<file path="src/rtl/core/lpp_pkg.sv">
// Shared types and constants for the lens phase pixel pipeline.
// Used by every module under rtl/core; depends on nothing.
package lpp_pkg;

	localparam int LEN_W     = 48;
	localparam int DIM_W     = 13;
	localparam int IDX_W     = 12;
	localparam int PIX_W     = 24;
	localparam int CFG_IDX_W = 3;
	localparam int COORD_W   = 14;
	localparam int R2_W      = 26;
	localparam int ROOT_W    = 32;
	localparam int DIV_W     = LEN_W + 13;

	localparam logic [CFG_IDX_W-1:0] REG_WAVELENGTH  = 3'd0;
	localparam logic [CFG_IDX_W-1:0] REG_PIXEL_PITCH = 3'd1;
	localparam logic [CFG_IDX_W-1:0] REG_DISTANCE    = 3'd2;
	localparam logic [CFG_IDX_W-1:0] REG_GRID_WIDTH  = 3'd3;
	localparam logic [CFG_IDX_W-1:0] REG_GRID_HEIGHT = 3'd4;

	localparam logic [LEN_W-1:0] WAVELENGTH_RST  = 48'd10619136;
	localparam logic [LEN_W-1:0] PIXEL_PITCH_RST = 48'd134217728;
	localparam logic [DIM_W-1:0] GRID_SIDE_RST   = 13'd1024;

	// 2*pi in Q3.61, and 4*pi^2 in Q.56 taken from its exact square
	localparam logic [63:0]  TWO_PI_Q61   = 64'hC90FDAA22168C234;
	localparam logic [127:0] TWO_PI_SQ    = {64'd0, TWO_PI_Q61} * {64'd0, TWO_PI_Q61};
	localparam logic [63:0]  FOUR_PI2_Q56 = {2'b00, TWO_PI_SQ[127:66]};

	typedef struct packed {
		logic [LEN_W-1:0] wavelength;
		logic [LEN_W-1:0] pixel_pitch;
		logic [LEN_W-1:0] distance;
		logic [DIM_W-1:0] grid_width;
		logic [DIM_W-1:0] grid_height;
		logic [63:0]      a4;
		logic             a_big;
		logic             wl_zero;
	} cfg_t;

	typedef struct packed {
		logic [PIX_W-1:0] pixel_index;
		logic             in_band;
	} tag_t;

endpackage

</file>
<file path="src/rtl/core/lpp_sqrt.sv">
// Pipelined integer square root, two radicand bits per stage, 32 stages.
// Depends on lpp_pkg.
module lpp_sqrt (
	input  logic                        clk,
	input  logic                        arst_n,
	input  logic                        adv,
	input  logic                        in_valid,
	input  logic [63:0]                 in_val,
	input  lpp_pkg::tag_t               in_tag,
	output logic                        out_valid,
	output logic [lpp_pkg::ROOT_W-1:0]  out_root,
	output lpp_pkg::tag_t               out_tag
);
	import lpp_pkg::*;

	localparam int NS = ROOT_W;

	logic              vld_s  [0:NS-1];
	logic [63:0]       val_s  [0:NS-1];
	logic [33:0]       rem_s  [0:NS-1];
	logic [ROOT_W-1:0] root_s [0:NS-1];
	tag_t              tag_s  [0:NS-1];

	logic [63:0]       val_n  [0:NS-1];
	logic [33:0]       rem_n  [0:NS-1];
	logic [ROOT_W-1:0] root_n [0:NS-1];

	// One digit step per stage
	always_comb begin
		logic [63:0]       v;
		logic [33:0]       r;
		logic [ROOT_W-1:0] rt;
		logic [35:0]       rin, trial, diff;
		logic              ge;
		for (int i = 0; i < NS; i++) begin
			if (i == 0) begin
				v  = in_val;
				r  = '0;
				rt = '0;
			end else begin
				v  = val_s[i-1];
				r  = rem_s[i-1];
				rt = root_s[i-1];
			end
			rin       = {r, v[63:62]};
			trial     = {2'b00, rt, 2'b01};
			ge        = rin >= trial;
			diff      = rin - trial;
			rem_n[i]  = ge ? diff[33:0] : rin[33:0];
			root_n[i] = {rt[ROOT_W-2:0], ge};
			val_n[i]  = {v[61:0], 2'b00};
		end
	end

	always_ff @(posedge clk or negedge arst_n) begin
		if (!arst_n) begin
			for (int i = 0; i < NS; i++)
				vld_s[i] <= 1'b0;
		end else if (adv) begin
			vld_s[0] <= in_valid;
			for (int i = 1; i < NS; i++)
				vld_s[i] <= vld_s[i-1];
		end
	end

	always_ff @(posedge clk) begin
		if (adv) begin
			tag_s[0] <= in_tag;
			for (int i = 1; i < NS; i++)
				tag_s[i] <= tag_s[i-1];
			for (int i = 0; i < NS; i++) begin
				val_s[i]  <= val_n[i];
				rem_s[i]  <= rem_n[i];
				root_s[i] <= root_n[i];
			end
		end
	end

	assign out_valid = vld_s[NS-1];
	assign out_root  = root_s[NS-1];
	assign out_tag   = tag_s[NS-1];

endmodule

</file>
<file path="config.mk">
export PLATFORM = sky130hd
export DESIGN_NAME = lpp_sqrt
export DESIGN_NICKNAME = d
export VERILOG_FILES = /design/src/rtl/core/lpp_pkg.sv /design/src/rtl/core/lpp_sqrt.sv
export SDC_FILE = /design/constraint.sdc
export NUM_CORES = 2
export LEC_CHECK = 0
export BUFFER_PORTS_ARGS = -buffer_cell sky130_fd_sc_hd__buf_2
export CAP_MARGIN = 30
export CORE_MARGIN = 1.5
export CORE_UTILIZATION = 55
export CTS_CLUSTER_DIAMETER = 50
export DETAILED_ROUTE_END_ITERATION = 12
export PLACE_DENSITY_LB_ADDON = 0.2
export SLEW_MARGIN = 20
export SYNTH_ARGS = -nofsm -noshare
export SYNTH_HDL_FRONTEND = slang
export SYNTH_MEMORY_MAX_BITS = 65536
export SYNTH_SLANG_ARGS = --single-unit
</file>
<file path="constraint.sdc">
create_clock -name clk -period 9.4 [get_ports clk]
set_input_delay 0.94 -clock clk [delete_from_list [all_inputs] [get_ports clk]]
set_output_delay 0.94 -clock clk [all_outputs]
set_load 0.005 [all_outputs]
</file>
==> flow_summary.ini <==
[status]
status = finished clean

[clock_network]
clock_sinks = 3355
post_cts_resized = 0
insertion_delay_ps = 940
cts_buffers = 386
clk_pin_slew_worst_paths_ps = 60
clock_path_buffers = 4
cts_tree = yes
cts_setup_buffers = 0
cts_hold_buf = 0
cts_max_level = 5
cts-root-buf = clkbuf_16

[floorplanning]
die_h_um = 514
rows = 187
die_width_um = 514
io-pin-count = 151
initial_core_util_pct = 55.3
core-area_um2 = 260000
die_area_um2 = 264000

[global_route]
grt_pass1_vias = 78600
antenna_found_initial = 3
overflow = 0
grt_pass1_wl_um = 433000
grt_max_degree = 184
grt_use_total_pct = 20.6

[route]
ant_nets = 0
drc = 0
wirelength_um = 275000
detail_route.wl_per_cell_um = 19.4
routed_via_density = 5.59
drt_iter0_drc = 5831
vias = 79500
first_pass_iters = 5

[placed_design]
dpl_worst_slack_ps = 5170
detailed_place_hpwl_um = 189000
gp_congestion = 0.885
io_buffer_count = 150

[synthesis]
yosys.area.top_type = edfxtp_1
yosysTopAreaCellShare_pct = 69.5
syn_inst = 10100
synth_compound_area_share_pct = 8.43
synth_area_um2 = 144000
synth_edf_count = 3323
synth_top_family_by_area = compound AO/OA/AOI/OAI gates
synthFlopType = edfxtp_1
synth_cell_types = 91
synth_fa_ha_area_share_pct = 4.90
synth.avg_cell_area_um2 = 14.2
ys_seq_elements = 3355
syn_nets = 10800
synth_simple_gate_area_share_pct = 8.15
synth_xor_area_share_pct = 5.04
seq_area_frac_synth_pct = 70.0
ys_warn_count = 0
synth_top_cells_by_area = edfxtp_1, ha_1, xnor2_1, xor2_1, a21oi_1
ys_async_sr_fraction_pct = 0.954
muxShareOfSynthArea_pct = 0.858

[sta]
fmax_mhz = 235
setup_tns_ps = 0
rsz0062_at_grt = false
whs_ps = 67.6
min_period_ps = 4250
finalMaxSlewViolations = 0
finalHoldViolCount = 0
maxSlewHeadroom_pct = 28.8
tightest_slew_ps = 1070
fin_crit_sh_pct = 45.3
finalSetupViolations = 0
finClkSkew_ps = 58.2
setup_slack_ps = 5150

[power_and_ir_drop]
pwr-share-comb_pct = 16.1
ir_drop_uv = 234
p_seq_share_pct = 47.6
clkPwrFrac_pct = 36.2
powerDensity_nw_per_um2 = 255
switchingPower_mw = 11.0
p_leak_nw = 60.8
netSwitchingFraction_pct = 26.8
p_int_mw = 30.1

[finish]
nFillCells = 19200
register_area_um2 = 101000
multi_input_area_um2 = 39400
area_delta_synth_final_pct = 12.4
drive_gt1_share_pct = 9.20
nNetsFinal = 11200

[setup_path]
critPathArrivalTime_ps = 4880
path_cells = inv_1 -> ha_1 -> nor2b_1 -> o21ai_0 -> o21ai_0 -> o41ai_1 -> o21ai_0 -> a221oi_1 -> a21o_1 -> buf_4 -> o21ai_0
worstSetupEndpointType = flop
critPathTopFamily = compound AO/OA/AOI/OAI gates
cp.required_ps = 10020
crit_buf_inv = 2
cp_slowest_cell = a221oi_1
crit_path_start_kind = flop
cpPeakStageDelay_ps = 690
path_common_cell = o21ai_0
worstSetupPathType = reg2reg
worstPathMaxFanout = 45

[hold_path]
hold_class = in2async

[run]
max_cap_viol_count = 0
## power by group through the flow
| stage | Combinational [mW] | Sequential (mW) | Clock, mW |
|---|---|---|---|
| final | 6.63 | 19.6 | 14.9 |
| after global routing | 7.40 | 19.7 | 15.9 |
| after CTS | 6.62 | 19.6 | 15.3 |
| after detailed placement | 6.57 | 19.9 | 0 |
| after global placement | 6.47 | 19.9 | 0 |
| after floorplan | 4.85 | 19.4 | 0 |
## through the flow
step / area (um^2) / power [mW] / instances / util [%]
2_1_floorplan: 144000 / 24.2 / 10100 / -
3_3_place_gp: 148000 / 26.3 / 13500 / 57.2
3_5_place_dp: 149000 / 26.5 / 13500 / 57.2
4_1_cts: 161000 / 41.5 / 14200 / 62.2
5_1_grt: 161000 / 43.0 / 14200 / 62.2
6_report: 161000 / 41.1 / 14200 / 62.2
## area by class of cell
type / instances / area share [%]
Multi-Input combinational cell: 5812 / 24.4
Tap cell: 3402 / 2.64
Antenna cell: 5 / 0.00775
Inverter: 741 / 1.72
Sequential cell: 3355 / 62.3
Clock buffer: 445 / 6.17
Clock inverter: 252 / 1.81
Timing Repair Buffer: 216 / 0.918
## sequential cells by signal, summed over array words and instances (netlist names)
name,count
root_s,528
vld_s,31
val_s,992
out_valid,1
tag_s,800
rem_s,1003
## path summary, 6_finish.rpt
path,depth (start not counted),startpoint,to,slack [ps]
min in group clk,1,in_val[20],val_s[0][20],180
max,11,root_s[1][224],rem_s[1][274],5150
min,1,arst_n,vld_s[4],70
max in group asynchronous,1,arst_n,vld_s[31],8890
min reg2reg,0,val_s[1][307],val_s[1][371],400
max reg2reg,11,root_s[1][224],rem_s[1][274],5150
## metal layers
layer | GRT usage, % | up-vias | part of all wire [%]
li1 | - | 38600 | -
met1 | 27.1 | 38800 | 43
met2 | 35.3 | 1571 | 50
met3 | 2.71 | 518 | 3.8
met4 | 7.13 | 0 | 3.3
met5 | 0 | - | 0
## Yosys cell counts, drive strengths merged (53+ instances only)
cell type	count
nand3	167
nor2b	76
nor2	594
nand2b	109
nor3	210
buf	58
nand2	604
nand4	106
a21oi	571
edfxtp	3323
xor2	384
a21o	272
o21bai	64
clkbuf	159
o21a	102
or3	89
nor4	118
and3	58
ha	562
o21ai	500
or4	61
xnor2	442
a211oi	53
o31ai	69
inv	741
mux2	97
## cell families after synthesis
| logic type | after synthesis |
|---|---|
| AOI/OAI and AO/OA | 1940 |
| xor gates and xnor gates | 826 |
| adders and majority gates | 562 |
| buffers and inverters | 958 |
| DFF | 3355 |
| muxes | 111 |
| other | 1 |
| and+or+nand+nor | 2372 |
## cell usage in the layout, fill, tap and decap left out, drive strengths merged, types with 53 or more instances in the layout
| master | count |
|---|---|
| and3 | 58 |
| edfxtp | 3323 |
| ha | 562 |
| o21ai | 500 |
| clkbuf | 446 |
| xnor2 | 442 |
| a21o | 272 |
| a211oi | 53 |
| or4 | 61 |
| mux2 | 97 |
| buf | 215 |
| clkinv | 132 |
| nand2 | 604 |
| nor2b | 76 |
| nand2b | 109 |
| o31ai | 69 |
| nor3 | 210 |
| nand3 | 167 |
| nand4 | 106 |
| nor2 | 594 |
| inv | 794 |
| o21bai | 64 |
| a21oi | 571 |
| xor2 | 384 |
| or3 | 89 |
| o21a | 102 |
| nor4 | 118 |
(Power assumes the default switching activity.)
