$ cat src/rtl/core/lpp_pkg.sv
// Shared types and constants for the lens phase pixel pipeline.
// Used by every module under rtl/core; depends on nothing.
package lpp_pkg;

	localparam int LEN_W     = 48;
	localparam int DIM_W     = 13;
	localparam int IDX_W     = 12;
	localparam int PIX_W     = 24;
	localparam int CFG_IDX_W = 3;
	localparam int COORD_W   = 14;
	localparam int R2_W      = 26;
	localparam int ROOT_W    = 32;
	localparam int DIV_W     = LEN_W + 13;

	localparam logic [CFG_IDX_W-1:0] REG_WAVELENGTH  = 3'd0;
	localparam logic [CFG_IDX_W-1:0] REG_PIXEL_PITCH = 3'd1;
	localparam logic [CFG_IDX_W-1:0] REG_DISTANCE    = 3'd2;
	localparam logic [CFG_IDX_W-1:0] REG_GRID_WIDTH  = 3'd3;
	localparam logic [CFG_IDX_W-1:0] REG_GRID_HEIGHT = 3'd4;

	localparam logic [LEN_W-1:0] WAVELENGTH_RST  = 48'd10619136;
	localparam logic [LEN_W-1:0] PIXEL_PITCH_RST = 48'd134217728;
	localparam logic [DIM_W-1:0] GRID_SIDE_RST   = 13'd1024;

	// 2*pi in Q3.61, and 4*pi^2 in Q.56 taken from its exact square
	localparam logic [63:0]  TWO_PI_Q61   = 64'hC90FDAA22168C234;
	localparam logic [127:0] TWO_PI_SQ    = {64'd0, TWO_PI_Q61} * {64'd0, TWO_PI_Q61};
	localparam logic [63:0]  FOUR_PI2_Q56 = {2'b00, TWO_PI_SQ[127:66]};

	typedef struct packed {
		logic [LEN_W-1:0] wavelength;
		logic [LEN_W-1:0] pixel_pitch;
		logic [LEN_W-1:0] distance;
		logic [DIM_W-1:0] grid_width;
		logic [DIM_W-1:0] grid_height;
		logic [63:0]      a4;
		logic             a_big;
		logic             wl_zero;
	} cfg_t;

	typedef struct packed {
		logic [PIX_W-1:0] pixel_index;
		logic             in_band;
	} tag_t;

endpackage

$ cat src/rtl/core/lpp_cfg.sv
// Configuration registers and the sequencer that derives a^4 from them.
// Depends on lpp_pkg.
module lpp_cfg (
	input  logic                           clk,
	input  logic                           arst_n,
	input  logic                           cfg_we,
	input  logic [lpp_pkg::CFG_IDX_W-1:0]  cfg_index,
	input  logic [lpp_pkg::LEN_W-1:0]      cfg_data,
	output lpp_pkg::cfg_t                  cfg,
	output logic                           busy
);
	import lpp_pkg::*;

	localparam logic [2:0] ST_IDLE = 3'd0;
	localparam logic [2:0] ST_LOAD = 3'd1;
	localparam logic [2:0] ST_DIV  = 3'd2;
	localparam logic [2:0] ST_SQ1  = 3'd3;
	localparam logic [2:0] ST_SQ2  = 3'd4;

	logic [LEN_W-1:0] wavelength_q, pixel_pitch_q, distance_q;
	logic [DIM_W-1:0] grid_width_q, grid_height_q;
	logic [2:0]       state_q;
	logic [5:0]       cnt_q;
	logic [63:0]      rem_q, lo_q, quo_q, op_q, a4_q;
	logic [127:0]     acc_q;

	logic [64:0]  rem_ext, rem_sub;
	logic         div_ge;
	logic [63:0]  pp;
	logic [6:0]   shamt;
	logic [127:0] acc_nxt;

	// Write the registers
	always_ff @(posedge clk or negedge arst_n) begin
		if (!arst_n) begin
			wavelength_q  <= WAVELENGTH_RST;
			pixel_pitch_q <= PIXEL_PITCH_RST;
			distance_q    <= '0;
			grid_width_q  <= GRID_SIDE_RST;
			grid_height_q <= GRID_SIDE_RST;
		end else if (cfg_we) begin
			case (cfg_index)
				REG_WAVELENGTH:  wavelength_q  <= cfg_data;
				REG_PIXEL_PITCH: pixel_pitch_q <= cfg_data;
				REG_DISTANCE:    distance_q    <= cfg_data;
				REG_GRID_WIDTH:  grid_width_q  <= cfg_data[DIM_W-1:0];
				REG_GRID_HEIGHT: grid_height_q <= cfg_data[DIM_W-1:0];
				default: ;
			endcase
		end
	end

	// One restoring divide step and one 32x32 partial product per cycle
	always_comb begin
		rem_ext = {rem_q, lo_q[63]};
		rem_sub = rem_ext - {17'd0, pixel_pitch_q};
		div_ge  = rem_ext >= {17'd0, pixel_pitch_q};
		pp      = {32'd0, op_q[32*cnt_q[1] +: 32]} * {32'd0, op_q[32*cnt_q[0] +: 32]};
		shamt   = {1'b0, ({1'b0, cnt_q[0]} + {1'b0, cnt_q[1]}), 4'd0} << 1;
		acc_nxt = acc_q + ({64'd0, pp} << shamt);
	end

	// Sequence a = wl*2^62/pitch, then a2 = a*a>>64, then a4 = a2*a2>>64
	always_ff @(posedge clk or negedge arst_n) begin
		if (!arst_n) begin
			state_q <= ST_LOAD;
			cnt_q   <= '0;
		end else if (cfg_we) begin
			state_q <= ST_LOAD;
			cnt_q   <= '0;
		end else begin
			case (state_q)
				ST_LOAD: begin
					state_q <= ST_DIV;
					cnt_q   <= '0;
				end
				ST_DIV: begin
					cnt_q <= cnt_q + 6'd1;
					if (cnt_q == 6'd63) begin
						state_q <= ST_SQ1;
						cnt_q   <= '0;
					end
				end
				ST_SQ1: begin
					cnt_q <= cnt_q + 6'd1;
					if (cnt_q == 6'd3) begin
						state_q <= ST_SQ2;
						cnt_q   <= '0;
					end
				end
				ST_SQ2: begin
					cnt_q <= cnt_q + 6'd1;
					if (cnt_q == 6'd3) begin
						state_q <= ST_IDLE;
						cnt_q   <= '0;
					end
				end
				default: state_q <= ST_IDLE;
			endcase
		end
	end

	// Datapath of the sequencer
	always_ff @(posedge clk) begin
		case (state_q)
			ST_LOAD: begin
				rem_q <= {18'd0, wavelength_q[LEN_W-1:2]};
				lo_q  <= {wavelength_q[1:0], 62'd0};
				quo_q <= '0;
			end
			ST_DIV: begin
				rem_q <= div_ge ? rem_sub[63:0] : rem_ext[63:0];
				lo_q  <= {lo_q[62:0], 1'b0};
				quo_q <= {quo_q[62:0], div_ge};
				if (cnt_q == 6'd63) begin
					op_q  <= {quo_q[62:0], div_ge};
					acc_q <= '0;
				end
			end
			ST_SQ1: begin
				acc_q <= acc_nxt;
				if (cnt_q == 6'd3) begin
					op_q  <= acc_nxt[127:64];
					acc_q <= '0;
				end
			end
			ST_SQ2: begin
				acc_q <= acc_nxt;
				if (cnt_q == 6'd3)
					a4_q <= acc_nxt[127:64];
			end
			default: ;
		endcase
	end

	assign busy = (state_q != ST_IDLE);

	always_comb begin
		cfg.wavelength  = wavelength_q;
		cfg.pixel_pitch = pixel_pitch_q;
		cfg.distance    = distance_q;
		cfg.grid_width  = grid_width_q;
		cfg.grid_height = grid_height_q;
		cfg.a4          = a4_q;
		cfg.a_big       = {2'b00, wavelength_q} >= {pixel_pitch_q, 2'b00};
		cfg.wl_zero     = (wavelength_q == '0);
	end

endmodule

$ cat config.mk
export PLATFORM = sky130hd
export DESIGN_NAME = lpp_cfg
export DESIGN_NICKNAME = d
export VERILOG_FILES = /design/src/rtl/core/lpp_pkg.sv /design/src/rtl/core/lpp_cfg.sv
export SDC_FILE = /design/constraint.sdc
export NUM_CORES = 2
export LEC_CHECK = 0
export ABC_AREA = 1
export CORE_UTILIZATION = 30
export CTS_BUF_LIST = sky130_fd_sc_hd__clkbuf_2
export DETAILED_ROUTE_END_ITERATION = 16
export DONT_BUFFER_PORTS = 1
export SLEW_MARGIN = 40
export SYNTH_ARGS = -nofsm -noshare
export SYNTH_HDL_FRONTEND = slang
export SYNTH_SLANG_ARGS = --single-unit
$ cat constraint.sdc
create_clock -name clk -period 12.6 [get_ports clk]
set_clock_uncertainty 0.15 [all_clocks]
set_input_delay 1.89 -clock clk [delete_from_list [all_inputs] [get_ports clk]]
set_output_delay 1.89 -clock clk [all_outputs]
set_load 0.03 [all_outputs]
==> metrics.cfg <==
[route]
first_pass_iters=8
wl_met2_um=136800
dr_total_vias=65990
post_drt_wl_per_cell_um=23.44
dr_wl_met3_um=26580
met1Wirelength_um=124200
drtIter0Drc=6535
drcViolationCount=0
routed_via_density=5.027
antenna_left=0
wirelength_um=307700
highest_layer=met5

[clock_network]
clkTransAtPathRegs_ns=0.11
cts_made_buffers=150
cts_max_level=4
cts_root_buf=clkbuf_2
post-cts-setup-buffers=0
clk_latency_ns=1.69
clockBufferDepth=3
tritoncts=done
cts.sinks=564

[place]
gp_congestion=1.068
io_buffers=0
dp_hpwl_um=258300

[sta]
rsz0062_at_grt=no
tightest_slew_ns=1.162
period_share=0.9708
fmax_ghz=0.08175
setup-tns-final_ns=0
finalHoldViolations=0
slew-limit-headroom=0.2256
maxSlewViolCount=0
setup_viol=0
post-route-min-period_ns=12.23

[setup_path]
critical_path.startpoint_type=register
cp_max_fo=40
slowest_stage=clkinv_1
critPathKind=reg -> reg
cp_data_arrival_time_ns=13.39
critPathCaptureType=register
crit_required_ns=13.75
cpMostUsedCell=inv_1
r2r_cells=42
max_stage_delay_ns=0.70

[yosys]
synth_area_um2=72670
synth_flop_cell=edfxtp_1
yosys.area.top_type=fa_1
ys_top_cells_by_area=fa_1 25%, edfxtp_1 16%, inv_1 9.7%
synth_fp_nets=11000
syn_inst=9567
ys_seq_area_frac=0.2209
synth-async-reset-ratio=0.3174
synth_edf_count=385
ys_types=59
yosysWarnings=0
synth_top_area_frac=0.2474
ys_ff_latch=564
syn_area_per_cell_um2=7.596

[grt]
grt_max_degree=179
grt_usage=0.2509
grt_pass1_vias=66060
antenna_found_initial=11
grt_pass1_wl_um=446300
overflow=0

[floorplan]
initial_core_util=0.3018
rows=180
die_height_um=494.2
io_pins=291
die_w_um=494.2
core_area_um2=240800
die_area_um2=244200

[finish]
syn_to_final_growth_pct=10.82
layout.nets=11250
fillers=25880
layout_commonest_cell=inv_1
drive_above_1_share=0.07846
mostFrequentLayoutCells=1880 x inv_1, 1871 x nand2_1, 1523 x nor2_1, 898 x fa_1, 604 x o21ai_0

[min_path]
min_path_cells=1
hold_path.class=in -> reg

[status]
status=complete, no violations

[job]
drv_cap=0

repair_timing:
item	in CTS	in global routing
endpoints found under the setup margin	0	47
resized for setup	0	2
hold buffers	2	1
hold endpoints to repair	178	64
logic make-up after synthesis:
group / synth area share
simple gates: 0.2108
buf+inv: 0.1145
compound gates: 0.1096
fa+ha+maj: 0.3309
flops: 0.2209
xor+xnor: 0.01317
mux: 0.0001377
critical path, delay by kind of cell, from the launching register on:
kind	cells	cell delay, ns
adder cells (fa/ha/maj)	10	4.81
AO/OA/AOI/OAI	7	2.05
AND/OR/NAND/NOR	12	1.99
buffers and inverters	12	1.87
flip-flops	1	0.55
XOR/XNOR	1	0.52
Yosys cell counts (all sizes together) (9+ instances only):
library cell,n
or2,22
dfrtp,170
nor4,34
clkbuf,247
a31oi,21
nor2,1541
dfstp,9
a21o,30
nand2,1889
edfxtp,385
xor2,66
buf,33
a21boi,22
nand3,204
o211ai,27
nor3,61
xnor2,39
a21oi,532
inv,1897
clkinv,30
ha,485
nand3b,38
o21bai,47
o21ai,724
nand4,42
o21a,40
fa,898
area by class of cell:
cell class / count / area, µm² / share of cell area
Timing Repair Buffer: 370 / 3157 / 0.03920
Antenna cell: 12 / 30.03 / 0.0003729
Clock buffer: 202 / 1011 / 0.01255
Tap cell: 3185 / 3985 / 0.04948
Sequential cell: 564 / 16060 / 0.1994
Inverter: 1927 / 7242 / 0.08992
Clock inverter: 69 / 462.9 / 0.005748
Multi-Input combinational cell: 6796 / 48590 / 0.6034
worst paths after layout:
check                           slack [ns]             end      start
min in group asynchronous             0.63  distance_q[30]     arst_n
max in group asynchronous            10.55        cnt_q[0]     arst_n
worst min register to register        0.34        op_q[18]  quo_q[17]
worst min-delay path                  0.19      state_q[2]     cfg_we
worst max-delay path                  0.37        a4_q[14]   cnt_q[1]
worst max register to register        0.37        a4_q[14]   cnt_q[1]
sequential cells by signal (all words and copies together) (netlist names):
name           flops
grid_height_q     13
wavelength_q      48
state_q            3
distance_q        48
quo_q             63
op_q              64
acc_q            128
grid_width_q      13
pixel_pitch_q     48
lo_q               2
cnt_q              6
a4_q              64
rem_q             64
metrics by stage:
step	cell area, µm²	hold slack (ns)	std cells	setup WS (ns)	util
floorplan	72670	0.3448	9567	3.214	-
global placement	78830	0.3622	12830	0.1812	0.3274
detailed placement	78920	0.3752	12840	0.3872	0.3278
CTS	80430	0.05542	13110	0.4460	0.3341
global route	80530	0.06650	13120	0.002943	0.3345
finish	80540	0.1941	13130	0.3677	0.3345
layer usage:
layer | up-vias | track usage
li1 | 30210 | -
met1 | 32020 | 0.3223
met2 | 3133 | 0.3957
met3 | 613 | 0.04703
met4 | 6 | 0.1412
met5 | - | 0
Power is not shown: default switching activity piles up to over one toggle a cycle in this logic, so the estimate is an artifact.
